===== src/design/trdt_pkg.sv =====
`timescale 1ns / 1ps
// Package for the triangle rasterizer with depth test.
// Shared types, opcodes, state codes and constants. No dependencies.
package trdt_pkg;

	localparam int DEF_MAX_COLUMNS = 128;
	localparam int DEF_MAX_ROWS    = 64;

	localparam int CRD_W  = 12;  // coordinate width
	localparam int DIF_W  = 13;  // coordinate difference
	localparam int EDG_W  = 27;  // edge function / area
	localparam int Z_W    = 16;  // Q8.8 depth
	localparam int PRD_W  = EDG_W + Z_W;
	localparam int ACC_W  = 46;  // sum of three products
	localparam int QUO_W  = ACC_W + 1;
	localparam int CNT_W  = 14;

	localparam logic [7:0]     BLANK      = 8'h20;
	localparam logic [Z_W-1:0] DEPTH_FAR  = 16'h7fff;
	localparam logic [CNT_W-1:0] COUNT_MAX = 14'h3fff;

	localparam logic [7:0] WIDTH_RESET  = 8'd90;
	localparam logic [6:0] HEIGHT_RESET = 7'd40;

	typedef enum logic [1:0] {
		OP_CLEAR = 2'd0,
		OP_DRAW  = 2'd1,
		OP_READ  = 2'd2,
		OP_NONE  = 2'd3
	} trdt_op_t;

	// multiply steps of the sequencer
	localparam logic [3:0] STEP_AREA_END = 4'd1;
	localparam logic [3:0] STEP_PIX0     = 4'd2;
	localparam logic [3:0] STEP_E0_END   = 4'd3;
	localparam logic [3:0] STEP_E1_END   = 4'd5;
	localparam logic [3:0] STEP_EDGE_END = 4'd7;
	localparam logic [3:0] STEP_Z0       = 4'd8;
	localparam logic [3:0] STEP_Z_END    = 4'd10;

	typedef enum logic [3:0] {
		ST_INIT,
		ST_IDLE,
		ST_CLEAR,
		ST_MUL,
		ST_ACC,
		ST_TEST,
		ST_DIV,
		ST_DIVW,
		ST_CMP,
		ST_NEXT,
		ST_RD_ADDR,
		ST_RD_DATA,
		ST_FIN
	} trdt_state_t;

	typedef struct packed {
		logic [7:0]  width;
		logic [6:0]  height;
	} trdt_cfg_t;

endpackage


===== src/design/trdt_div.sv =====
`timescale 1ns / 1ps
// Iterative signed divider, one quotient bit per cycle, truncating toward zero.
// Depends on trdt_pkg.
module trdt_div
	import trdt_pkg::*;
(
	input  logic                     clk,
	input  logic                     arst_n,
	input  logic                     start,
	input  logic signed [ACC_W-1:0]  num,
	input  logic signed [EDG_W-1:0]  den,
	output logic                     busy,
	output logic                     done,
	output logic signed [QUO_W-1:0]  quot
);

	localparam int CW = $clog2(ACC_W + 1);

	logic              busy_q, done_q, neg_q;
	logic [CW-1:0]     cnt_q;
	logic [ACC_W-1:0]  quo_q;
	logic [EDG_W-1:0]  rem_q, dabs_q;
	logic [EDG_W:0]    trial;
	logic              ge;

	assign trial = {rem_q, quo_q[ACC_W-1]};
	assign ge    = trial >= {1'b0, dabs_q};

	always_ff @(posedge clk or negedge arst_n) begin
		if (!arst_n) begin
			busy_q <= 1'b0;
			done_q <= 1'b0;
			cnt_q  <= '0;
		end else begin
			done_q <= 1'b0;
			if (start) begin
				busy_q <= 1'b1;
				cnt_q  <= CW'(ACC_W);
			end else if (busy_q) begin
				cnt_q <= cnt_q - 1'b1;
				if (cnt_q == CW'(1)) begin
					busy_q <= 1'b0;
					done_q <= 1'b1;
				end
			end
		end
	end

	always_ff @(posedge clk) begin
		if (start) begin
			neg_q  <= num[ACC_W-1] ^ den[EDG_W-1];
			quo_q  <= num[ACC_W-1] ? ACC_W'(-num) : ACC_W'(num);
			dabs_q <= den[EDG_W-1] ? EDG_W'(-den) : EDG_W'(den);
			rem_q  <= '0;
		end else if (busy_q) begin
			rem_q <= ge ? EDG_W'(trial - {1'b0, dabs_q}) : trial[EDG_W-1:0];
			quo_q <= {quo_q[ACC_W-2:0], ge};
		end
	end

	assign busy = busy_q;
	assign done = done_q;
	assign quot = neg_q ? -$signed({1'b0, quo_q}) : $signed({1'b0, quo_q});

	property p_start_idle;
		@(posedge clk) disable iff (!arst_n) start |-> !busy_q;
	endproperty
	a_start_idle: assert property (p_start_idle) else $error("divider restarted while busy");

	property p_done_after_busy;
		@(posedge clk) disable iff (!arst_n) done_q |-> $past(busy_q);
	endproperty
	a_done_after_busy: assert property (p_done_after_busy) else $error("done without work");

	property p_start_runs;
		@(posedge clk) disable iff (!arst_n) start |=> busy_q && !done_q;
	endproperty
	a_start_runs: assert property (p_start_runs) else $error("divider did not start");

endmodule


===== config.mk =====
export PLATFORM = sky130hd
export DESIGN_NAME = trdt_div
export DESIGN_NICKNAME = d
export VERILOG_FILES = /design/src/design/trdt_pkg.sv /design/src/design/trdt_div.sv
export SDC_FILE = /design/constraint.sdc
export NUM_CORES = 1
export LEC_CHECK = 0
export ABC_AREA = 1
export BUFFER_PORTS_ARGS = -buffer_cell sky130_fd_sc_hd__buf_2
export CAP_MARGIN = 20
export CELL_PAD_IN_SITES_DETAIL_PLACEMENT = 1
export CELL_PAD_IN_SITES_GLOBAL_PLACEMENT = 2
export CORE_MARGIN = 2
export CORE_UTILIZATION = 35
export CTS_BUF_LIST = sky130_fd_sc_hd__clkbuf_8
export DETAILED_ROUTE_END_ITERATION = 8
export PLACE_DENSITY = 0.9
export SLEW_MARGIN = 20
export SYNTH_ARGS = -nofsm -noshare
export SYNTH_HDL_FRONTEND = slang
export SYNTH_SLANG_ARGS = --single-unit

===== constraint.sdc =====
create_clock -name clk -period 5 [get_ports clk]
set_clock_uncertainty 0.1 [all_clocks]
set_input_delay 1 -clock clk [delete_from_list [all_inputs] [get_ports clk]]
set_output_delay 1 -clock clk [all_outputs]
set_load 0.03 [all_outputs]

==> summary.txt <==
Post CTS Setup Buffer Count = 0
min Tclk post-route = 3960 ps
# clock sinks = 109
width of the die = 176 um
Syn Std Cell Area = 0.0104 mm2
CP Capture Type = primary output
WL per Instance = 17.4 um
setup TNS = 0 ps
HPWL after detailed placement = 30600 um
Layout Nets = 1875
Worst VDD drop = 0.198 mV
Psw = 1.97 mW
ys async rst share = 0.0734
Least-Margin Pin Slew = 874 ps
vias in the first global route = 10900
Pwr Total = 3.97 mW
internal power = 1.99 mW
vias per inst = 5.07
Clock Latency Late Sink = 430 ps
Leakage = 5.82 nW
ANT cells = 0
Total Routing Usage GR = 0.244
sequential share of the synthesized area = 0.286
max_cap viols = 0
synth warn = 0
slew margin rel. = 0.417
GR Overflow Total = 0
clock-pin slew on the worst setup and hold paths = 140 ps
Critical Path Start Type = flop
#FFs+latches synth = 109
drt first pass iters = 5
Initial Utilization = 0.358
Worst Hold Class = input port to asynchronous set/reset pin
Post-Place Cells = 2138
number of synthesized flops with an enable pin = 74
DRC Markers = 0
Die Height = 176 um
Power Density = 343 mW/mm2
RSZ-0062 raised after global routing = false
syn_area_per_cell = 6.25 um2
DR iter-0 viols = 589
CTS resizes = 0
final setup fails = 0
share of cells above drive strength 1 = 0.112
final period utilization = 0.792
Placer Congestion = 0.890
f_max = 252 MHz
Core Area = 0.0289 mm2
Cells after Synth = 1658
power share of the sequential group = 0.316
Num CTS Buffers = 9
vias = 10900
Distinct cells, synth = 48
Core Rows = 62
syn nets = 1767
final wirelength = 37400 um
WS Path Type = flop to primary output
first-pass GRT wire length = 59600 um
Clock power frac = 0.147
Hold Buf Count CTS = 0
Area Overhead vs Synth = 11.7%
number of I/O port buffers = 124
initial antenna violation count = 0
Slew Viols, Final = 0
Sw Ratio = 0.497
Root Buffer = clkbuf_8
CP required = 3900 ps
non-filler cells, final = 2155
I/O pin count = 125
DRT antenna net count = 0
Worst EP arrival = 2860 ps
Worst Path Max Fanout = 5
Die Area = 0.0310 mm2
status = finished, final reports clean
Gate power share = 0.537
clock buffer depth = 2
CTS tree = built
Final Hold Vio Count = 0
Primary FF master, synth = edfxtp_1
largest net degree at the start of global routing = 74
H-tree depth reported by CTS = 3
power groups by stage:
stage / registers (mW) / clock network (mW) / logic, mW
3_5_place_dp: 1.27 / 0 / 2.12
6_report: 1.26 / 0.581 / 2.13
4_1_cts: 1.25 / 0.589 / 2.13
3_3_place_gp: 1.27 / 0 / 2.08
2_1_floorplan: 1.22 / 0 / 1.56
5_1_grt: 1.27 / 0.615 / 2.39
worst paths after layout:
path | from | to | slack (ps) | cells after the start
setup / recovery | quo_q[0]$_DFFE_PP_ | quot[12] | 1040 | 9
min in group clk | rem_q[24]$_SDFFE_PP0P_ | rem_q[24]$_SDFFE_PP0P_ | 390 | 2
setup reg to reg | quo_q[45]$_DFFE_PP_ | rem_q[19]$_SDFFE_PP0P_ | 1890 | 14
max in group asynchronous | arst_n | cnt_q[3]$_DFFE_PN0P_ | 4320 | 1
hold / removal | arst_n | cnt_q[0]$_DFFE_PN0P_ | 290 | 1
hold reg to reg | rem_q[24]$_SDFFE_PP0P_ | rem_q[24]$_SDFFE_PP0P_ | 390 | 2
layout make-up:
cell class                      instances  area [um2]
Multi-Input combinational cell       1226        6150
Inverter                              284        1070
Clock buffer                            9         124
Clock inverter                          7        60.1
Fill cell                            3962       17400
Sequential cell                       109        2960
Tap cell                              384         480
Timing Repair Buffer                  136         723
logic make-up (layout without fill, tap and decap cells):
logic type,Yosys count,after routing,synth area share
buf+inv,323,436,0.120
fa+ha+maj,33,33,0.0406
compound gates,124,124,0.0640
simple gates,984,984,0.417
xor+xnor,85,85,0.0719
flops,109,109,0.286
flip-flops by register name, indices dropped and copies added, names as in the netlist:
register	flops
busy	1
cnt_q	6
done	1
neg_q	1
rem_q	27
quo_q	46
dabs_q	27
critical path, cell delays in order, from the launching register on:
cell and delay (ps):
edfxtp_1 420, inv_1 140, ha_1 260, inv_1 80, nor2_1 260, inv_1 130, o21ai_0 400, o21ai_0 220
xor2_1 290, buf_2 260
metal layers:
layer  part of all wire  GRT usage  vias to the layer above
met1               0.52      0.371                     5211
met3              0.048     0.0261                       24
met5                  0          0                        -
li1                   -          -                     5479
met4              0.012     0.0517                        0
met2               0.42      0.372                      207
cell usage after synthesis, types with 3 or more instances:
| library cell | number | area share |
|---|---|---|
| dfrtp_1 | 8 | 0.019 |
| nand4_1 | 67 | 0.040 |
| o31ai_1 | 4 | 0.0029 |
| or2_2 | 6 | 0.0036 |
| nor2_1 | 171 | 0.062 |
| inv_2 | 5 | 0.0018 |
| xor2_1 | 63 | 0.053 |
| nand3_2 | 13 | 0.013 |
| ha_1 | 32 | 0.039 |
| nor3_1 | 24 | 0.012 |
| a21oi_1 | 22 | 0.011 |
| xnor2_1 | 22 | 0.019 |
| nor2_4 | 3 | 0.0033 |
| o21ai_0 | 83 | 0.040 |
| nor4_1 | 9 | 0.0054 |
| nand2_1 | 527 | 0.19 |
| dfxtp_1 | 27 | 0.052 |
| edfxtp_1 | 74 | 0.21 |
| o21ai_1 | 5 | 0.0024 |
| buf_2 | 6 | 0.0029 |
| nand3b_1 | 9 | 0.0065 |
| nor2_2 | 4 | 0.0024 |
| nand2_2 | 6 | 0.0036 |
| clkbuf_1 | 26 | 0.0094 |
| nand3_1 | 136 | 0.066 |
| inv_1 | 277 | 0.10 |
| buf_1 | 4 | 0.0014 |
through the flow:
| stage | util | worst slack [ps] | hold slack (ps) | cell area, um2 |
|---|---|---|---|---|
| finish | 0.400 | 1040 | 295 | 11600 |
| floorplan | - | 1550 | 340 | 10400 |
| global route | 0.400 | 893 | 300 | 11600 |
| CTS | 0.399 | 1030 | 289 | 11500 |
| detailed placement | 0.393 | 1500 | 369 | 11400 |
| global placement | 0.393 | 1480 | 359 | 11400 |
placed cells by master, fill, tap and decap left out, types with 4 or more instances in the layout:
master and n:
a21oi_1 22, buf_2 124, buf_4 11, clkbuf_8 9
dfrtp_1 8, dfxtp_1 27, edfxtp_1 74, ha_1 32
inv_1 276, inv_2 6, inv_6 4, nand2_1 527
nand2_2 6, nand3_1 136, nand3_2 13, nand3b_1 9
nand4_1 67, nor2_1 170, nor2_2 5, nor3_1 24
nor4_1 9, o21ai_0 83, o21ai_1 5, o31ai_1 4
or2_2 6, xnor2_1 22, xor2_1 63
Power figures use the tool's default switching activity.
