[src/design/trdt_pkg.sv]
`timescale 1ns / 1ps
// Package for the triangle rasterizer with depth test.
// Shared types, opcodes, state codes and constants. No dependencies.
package trdt_pkg;

	localparam int DEF_MAX_COLUMNS = 128;
	localparam int DEF_MAX_ROWS    = 64;

	localparam int CRD_W  = 12;  // coordinate width
	localparam int DIF_W  = 13;  // coordinate difference
	localparam int EDG_W  = 27;  // edge function / area
	localparam int Z_W    = 16;  // Q8.8 depth
	localparam int PRD_W  = EDG_W + Z_W;
	localparam int ACC_W  = 46;  // sum of three products
	localparam int QUO_W  = ACC_W + 1;
	localparam int CNT_W  = 14;

	localparam logic [7:0]     BLANK      = 8'h20;
	localparam logic [Z_W-1:0] DEPTH_FAR  = 16'h7fff;
	localparam logic [CNT_W-1:0] COUNT_MAX = 14'h3fff;

	localparam logic [7:0] WIDTH_RESET  = 8'd90;
	localparam logic [6:0] HEIGHT_RESET = 7'd40;

	typedef enum logic [1:0] {
		OP_CLEAR = 2'd0,
		OP_DRAW  = 2'd1,
		OP_READ  = 2'd2,
		OP_NONE  = 2'd3
	} trdt_op_t;

	// multiply steps of the sequencer
	localparam logic [3:0] STEP_AREA_END = 4'd1;
	localparam logic [3:0] STEP_PIX0     = 4'd2;
	localparam logic [3:0] STEP_E0_END   = 4'd3;
	localparam logic [3:0] STEP_E1_END   = 4'd5;
	localparam logic [3:0] STEP_EDGE_END = 4'd7;
	localparam logic [3:0] STEP_Z0       = 4'd8;
	localparam logic [3:0] STEP_Z_END    = 4'd10;

	typedef enum logic [3:0] {
		ST_INIT,
		ST_IDLE,
		ST_CLEAR,
		ST_MUL,
		ST_ACC,
		ST_TEST,
		ST_DIV,
		ST_DIVW,
		ST_CMP,
		ST_NEXT,
		ST_RD_ADDR,
		ST_RD_DATA,
		ST_FIN
	} trdt_state_t;

	typedef struct packed {
		logic [7:0]  width;
		logic [6:0]  height;
	} trdt_cfg_t;

endpackage

[src/design/trdt_mul.sv]
`timescale 1ns / 1ps
// Shared signed multiplier with a registered product.
// Depends on trdt_pkg.
module trdt_mul
	import trdt_pkg::*;
(
	input  logic                     clk,
	input  logic signed [EDG_W-1:0]  a,
	input  logic signed [Z_W-1:0]    b,
	output logic signed [PRD_W-1:0]  prod
);

	logic signed [PRD_W-1:0] prod_q;

	always_ff @(posedge clk) begin
		prod_q <= PRD_W'(a) * PRD_W'(b);
	end

	assign prod = prod_q;

endmodule

[config.mk]
export PLATFORM = sky130hd
export DESIGN_NAME = trdt_mul
export DESIGN_NICKNAME = d
export VERILOG_FILES = /design/src/design/trdt_pkg.sv /design/src/design/trdt_mul.sv
export SDC_FILE = /design/constraint.sdc
export NUM_CORES = 1
export LEC_CHECK = 0
export BUFFER_PORTS_ARGS = -buffer_cell sky130_fd_sc_hd__buf_4
export CORE_UTILIZATION = 31
export DETAILED_ROUTE_END_ITERATION = 6
export PLACE_DENSITY = 0.5
export SLEW_MARGIN = 40
export SYNTH_ARGS = -nofsm -noshare
export SYNTH_HDL_FRONTEND = slang
export SYNTH_SLANG_ARGS = --single-unit
[constraint.sdc]
create_clock -name clk -period 11.3 [get_ports clk]
set_input_delay 1.695 -clock clk [delete_from_list [all_inputs] [get_ports clk]]
set_output_delay 1.695 -clock clk [all_outputs]
set_load 0.02 [all_outputs]
==> impl_metrics.yaml, run 1 <==
outcome:
  status: "finished, final reports clean"
critical_path:
  critPathRequiredTime_ns: 11.54
  critPathLaunchType: "input pin"
  end_kind: "flip-flop"
  arrival_ns: 8.33
  crit_type: "input pin to flip-flop"
  cp_max_fo: 20
grt:
  grt_pass1_vias: 13430
  grt_pass1_wl_mm: 73.75
  grt_use_total_pct: 17.86
  grt-ovfl-total: 0
  grt_max_degree: 28
  antenna_found_initial: 3
logic_synthesis:
  synth.distinct_cells: 61
  synth-edff-count: 0
  syn_avg_cell_area_um2: 9.035
  synthCells: 1818
  async_flop_share_pct: 0
  synthTopCellsByCount: "inv_1 (492), fa_1 (416), nand2_1 (242)"
  synth_nets: 2382
  netlist_area_mm2: 0.01643
  ys_ff_latch: 43
  seq_area_frac_synth_pct: 5.241
  synth_most_common_cell: "inv_1"
  synth_top_area_share_pct: 50.70
  synthFlopType: "dfxtp_1"
  synth_area_leaders: "fa_1 (51%), inv_1 (11%), ha_1 (7.9%)"
  ys_warn_count: 0
  synth_top_area_cell: "fa_1"
place:
  io_buffers: 86
  dpl.hpwl_mm: 34.93
  gp_congestion: 0.8510
clock_network:
  clock_path_buffers: 2
  clk_pin_slew_worst_paths_ns: 0.07
  ctsResizeCount: 0
  postCtsHoldBufs: 0
  cts_buffers: 5
  root_buffer: "clkbuf_16"
  htreeDepth: 2
  clkSinkCount: 43
  cts_setup_buffers: 0
  cts_tree: "yes"
sta:
  hold_viol_final: 0
  finalMaxSlewViolations: 0
  grt_setup_unrepaired: "false"
  period_minus_slack_ns: 8.087
  period_share_pct: 71.57
  finalSetupTns_ns: 0
  relSlewSlack_pct: 48.60
  setup_violations: 0
  fmax_mhz: 123.7
  worst_pin_slew_ns: 0.7701
floorplanning:
  start_util_pct: 31.70
  die_h_um: 232.2
  design.portCount: 87
  row_count: 83
  die_w_um: 232.2
  die_area_mm2: 0.05391
  design.core.area_mm2: 0.05182
flow_run:
  cap_violations: 0
worst_hold_path:
  holdPathStages: 2
  min_from: "a[0]"
  hp-class: "input pin to flip-flop"
  hold_end: "prod[0]$_DFF_P_"
layout:
  largest_reg_flops: 43
  area_delta_synth_final_pct: 8.402
  nets: 2400
  drive_gt1_share_pct: 5.879
drt:
  vias: 11750
  drt-pass1-iter-count: 4
  totalWireLength_mm: 44.49
  viasPerCell: 4.664
  drc: 0
  avgRoutedWirePerCell_um: 17.67
  ant_nets: 0
  drt_iter0_markers: 479
-- cell families (layout without fill, tap and decap cells) --
logic type               Yosys count  count (layout)  synth area share, %
buffers and inverters            568             587                13.04
flip-flops                        43              43                5.241
AND/OR/NAND/NOR                  523             523                15.67
other                              0               1                    0
XOR/XNOR                          37              37                1.973
adder cells (fa/ha/maj)          520             520                58.62
AO/OA/AOI/OAI                    127             127                5.454
-- per-stage QoR --
step | hold slack [ns] | cell area (um^2) | worst slack (ns) | utilization (%) | cells
after CTS | 1.761 | 17800 | 3.200 | 34.36 | 2517
after global placement | 2.109 | 17630 | 2.967 | 34.03 | 2509
after detailed placement | 2.105 | 17630 | 2.922 | 34.03 | 2509
final | 1.774 | 17810 | 3.213 | 34.36 | 2518
after floorplan | 1.822 | 16430 | 3.689 | - | 1818
after global routing | 1.785 | 17800 | 2.846 | 34.36 | 2517
-- how the worst max path moves through the flow --
stage                     startpoint          endpoint
after floorplan                 b[2]  prod[42]$_DFF_P_
after global placement         b[15]  prod[41]$_DFF_P_
after detailed placement       b[15]  prod[41]$_DFF_P_
after CTS                      b[15]  prod[41]$_DFF_P_
after global routing           b[15]  prod[41]$_DFF_P_
final                          b[15]  prod[41]$_DFF_P_
-- cells in the final DEF (no fill, tap or decap), types with 2 or more instances in the layout --
master	Yosys	layout
a211oi_1	4	4
a21boi_0	2	2
a21o_1	21	21
a21oi_1	31	31
a221oi_1	2	2
a22oi_1	2	2
a311oi_1	2	2
a31oi_1	9	9
and2_1	181	181
and3_1	7	7
buf_4	1	87
clkbuf_16	0	5
dfxtp_1	43	43
fa_1	416	416
ha_1	104	104
inv_1	492	492
nand2_1	242	242
nand2b_1	8	8
nand3_1	9	9
nand4_1	3	3
nand4_2	2	2
nor2_1	46	46
nor2b_1	3	3
nor3_1	9	9
nor4_1	2	2
o211a_1	3	3
o211ai_1	8	8
o21a_1	5	5
o21ai_0	14	14
o21bai_1	4	4
o221a_2	2	2
o311ai_1	2	2
or3_1	3	3
xnor2_1	29	29
xor2_1	8	8
-- layer usage --
metal | wire length, um | share of wire [%] | track usage [%] | vias up
met4 | 562 | 1.3 | 3.557 | 6
met3 | 1565 | 3.5 | 2.542 | 36
met5 | 43 | 0.097 | 0 | -
li1 | - | - | - | 5276
met1 | 19310 | 43 | 22.95 | 6249
met2 | 23010 | 52 | 31.68 | 178
-- layout make-up --
class	count	area, um^2
timing repair buffer	87	653.1
fill	5408	34020
multi-input combinational	1207	13420
tap	680	850.8
inverter	492	1847
clock inverter	3	43.79
antenna	1	2.502
clock buffer	5	125.1
sequential	43	860.8
-- critical path, stage by stage --
cell,delay (ns)
buf_4,0.16
inv_1,0.58
nor2_1,0.11
fa_1,0.53
fa_1,0.46
fa_1,0.54
fa_1,0.45
fa_1,0.50
inv_1,0.05
fa_1,0.49
inv_1,0.05
ha_1,0.43
nand4_1,0.35
nor3_1,0.57
and3b_1,0.25
a22oi_1,0.19
o211ai_1,0.21
a21boi_0,0.32
nor2_1,0.11
a311oi_1,0.25
Power of run 1 is left out: the tool's default activity adds up to more than one toggle a clock period on the data nets, which glitch-free logic cannot reach.
==> run 2: changes to the inputs <==
clock period = 7.72 ns   (was 11.3 ns; I/O delays follow)
==> run 2 against run 1 <==
Clock-buffer cell count stayed put. Via count is 1.6% lower. Critical path depth fell by 2. Worst setup slack lost 2.7 ns. Cell area rose by 0.30%. Utilization increased by 0.10 points. Global-route usage about the same. First-iteration DRC count shrank 9.2%. Cell count up 0.36%. Largest cell class unchanged.
==> impl_metrics.yaml, run 2 (same netlist as run 1, synthesis figures left out) <==
outcome:
  status: "finished, final reports clean"
drt:
  drt-pass1-iter-count: 4
  drc: 0
  ant_nets: 0
  vias: 11560
  avgRoutedWirePerCell_um: 17.48
  viasPerCell: 4.575
  totalWireLength_mm: 44.18
  drt_iter0_markers: 435
sta:
  hold-worst-slack_ns: 1.290
  finalMaxSlewViolations: 0
  finalSetupTns_ns: 0
  fmax_mhz: 138.9
  period_share_pct: 93.24
  worst_pin_slew_ns: 0.5851
  setup_violations: 0
  hold_viol_final: 0
  relSlewSlack_pct: 60.85
  period_minus_slack_ns: 7.198
  grt_setup_unrepaired: "false"
place:
  gp_congestion: 0.8221
  io_buffers: 86
  dpl.hpwl_mm: 35.46
critical_path:
  crit_path_frequent_cell: "fa_1"
  crit_path_cell_trace: "buf_4 > nand2_1 > fa_1 > inv_1 > fa_1 > fa_1 > fa_1 > fa_1 > inv_1 > fa_1 > inv_1 > ha_1 > nand2_1 > nor2_1 > o2111a_2 > nor3_1 > or3_4 > o311ai_1"
  cp_max_fo: 27
  critPathRequiredTime_ns: 7.96
  crit_type: "input pin to flip-flop"
  critPathLaunchType: "input pin"
  cp_slowest_cell: "fa_1"
  timing.critical_path.buf_inv: 4
  max_stage_delay_ns: 0.78
  end_kind: "flip-flop"
  cp_top_family: "adder cells"
  arrival_ns: 7.44
layout:
  area_delta_synth_final_pct: 8.722
  drive_gt1_share_pct: 6.392
  final_common_cell: "inv_1"
  largest_reg_flops: 43
  final_cell_mix: "inv_1 (492), fa_1 (416), nand2_1 (242)"
  fillerInstances: 5357
  register_area_um2: 860.8
  multi_input_area_mm2: 0.01343
  nets: 2409
  utilization_pct: 34.46
floorplanning:
  design.portCount: 87
  row_count: 83
  die_h_um: 232.2
  die_w_um: 232.2
  start_util_pct: 31.70
  design.core.area_mm2: 0.05182
  die_area_mm2: 0.05391
grt:
  grt_max_degree: 28
  grt-ovfl-total: 0
  grt_pass1_wl_mm: 73.13
  gr-usage-met1_pct: 23.21
  gr-usage-met3_pct: 2.001
  grt_pass1_vias: 13120
  top_usage_layer: "met2"
  antenna_found_initial: 1
  met2_usage_pct: 31.51
  grt_use_total_pct: 17.83
clock_network:
  htreeDepth: 2
  root_buffer: "clkbuf_16"
  cts_setup_buffers: 0
  ctsResizeCount: 0
  clock_path_buffers: 2
  postCtsHoldBufs: 0
  clk_pin_slew_worst_paths_ns: 0.07
  cts_buffers: 5
  cts_tree: "yes"
  clkSinkCount: 43
worst_hold_path:
  hp-class: "input pin to flip-flop"
flow_run:
  cap_violations: 0
==> run 2: area by class of cell <==
type                            count  area share, %
Antenna cell                        1        0.01401
Clock buffer                        5         0.7006
Clock inverter                      3         0.1331
Inverter                          492          10.34
Multi-Input combinational cell   1207          75.19
Sequential cell                    43          4.820
Tap cell                          680          4.764
Timing Repair Buffer               96          4.036
==> run 2: final timing paths <==
| check | start | endpoint | depth (start not counted) |
|---|---|---|---|
| hold / removal | b[0] | prod[0]$_DFF_P_ | 2 |
| setup / recovery | b[1] | prod[40]$_DFF_P_ | 18 |
==> run 2: routing by layer <==
metal  share of wire, %  wire length, um
met2                 52            22930
met4                1.5              648
met1                 43            18900
met5              0.032               14
met3                3.8             1683
==> run 2: metrics by stage <==
stage | area [um^2] | std cells | setup WS (ns)
6_report | 17860 | 2527 | 0.5221
5_1_grt | 17860 | 2526 | 0.1012
4_1_cts | 17850 | 2526 | 0.3961
3_5_place_dp | 17700 | 2518 | 0.08874
3_3_place_gp | 17700 | 2518 | 0.08631
2_1_floorplan | 16430 | 1818 | 0.6461
Power of run 2 is left out for the same reason.
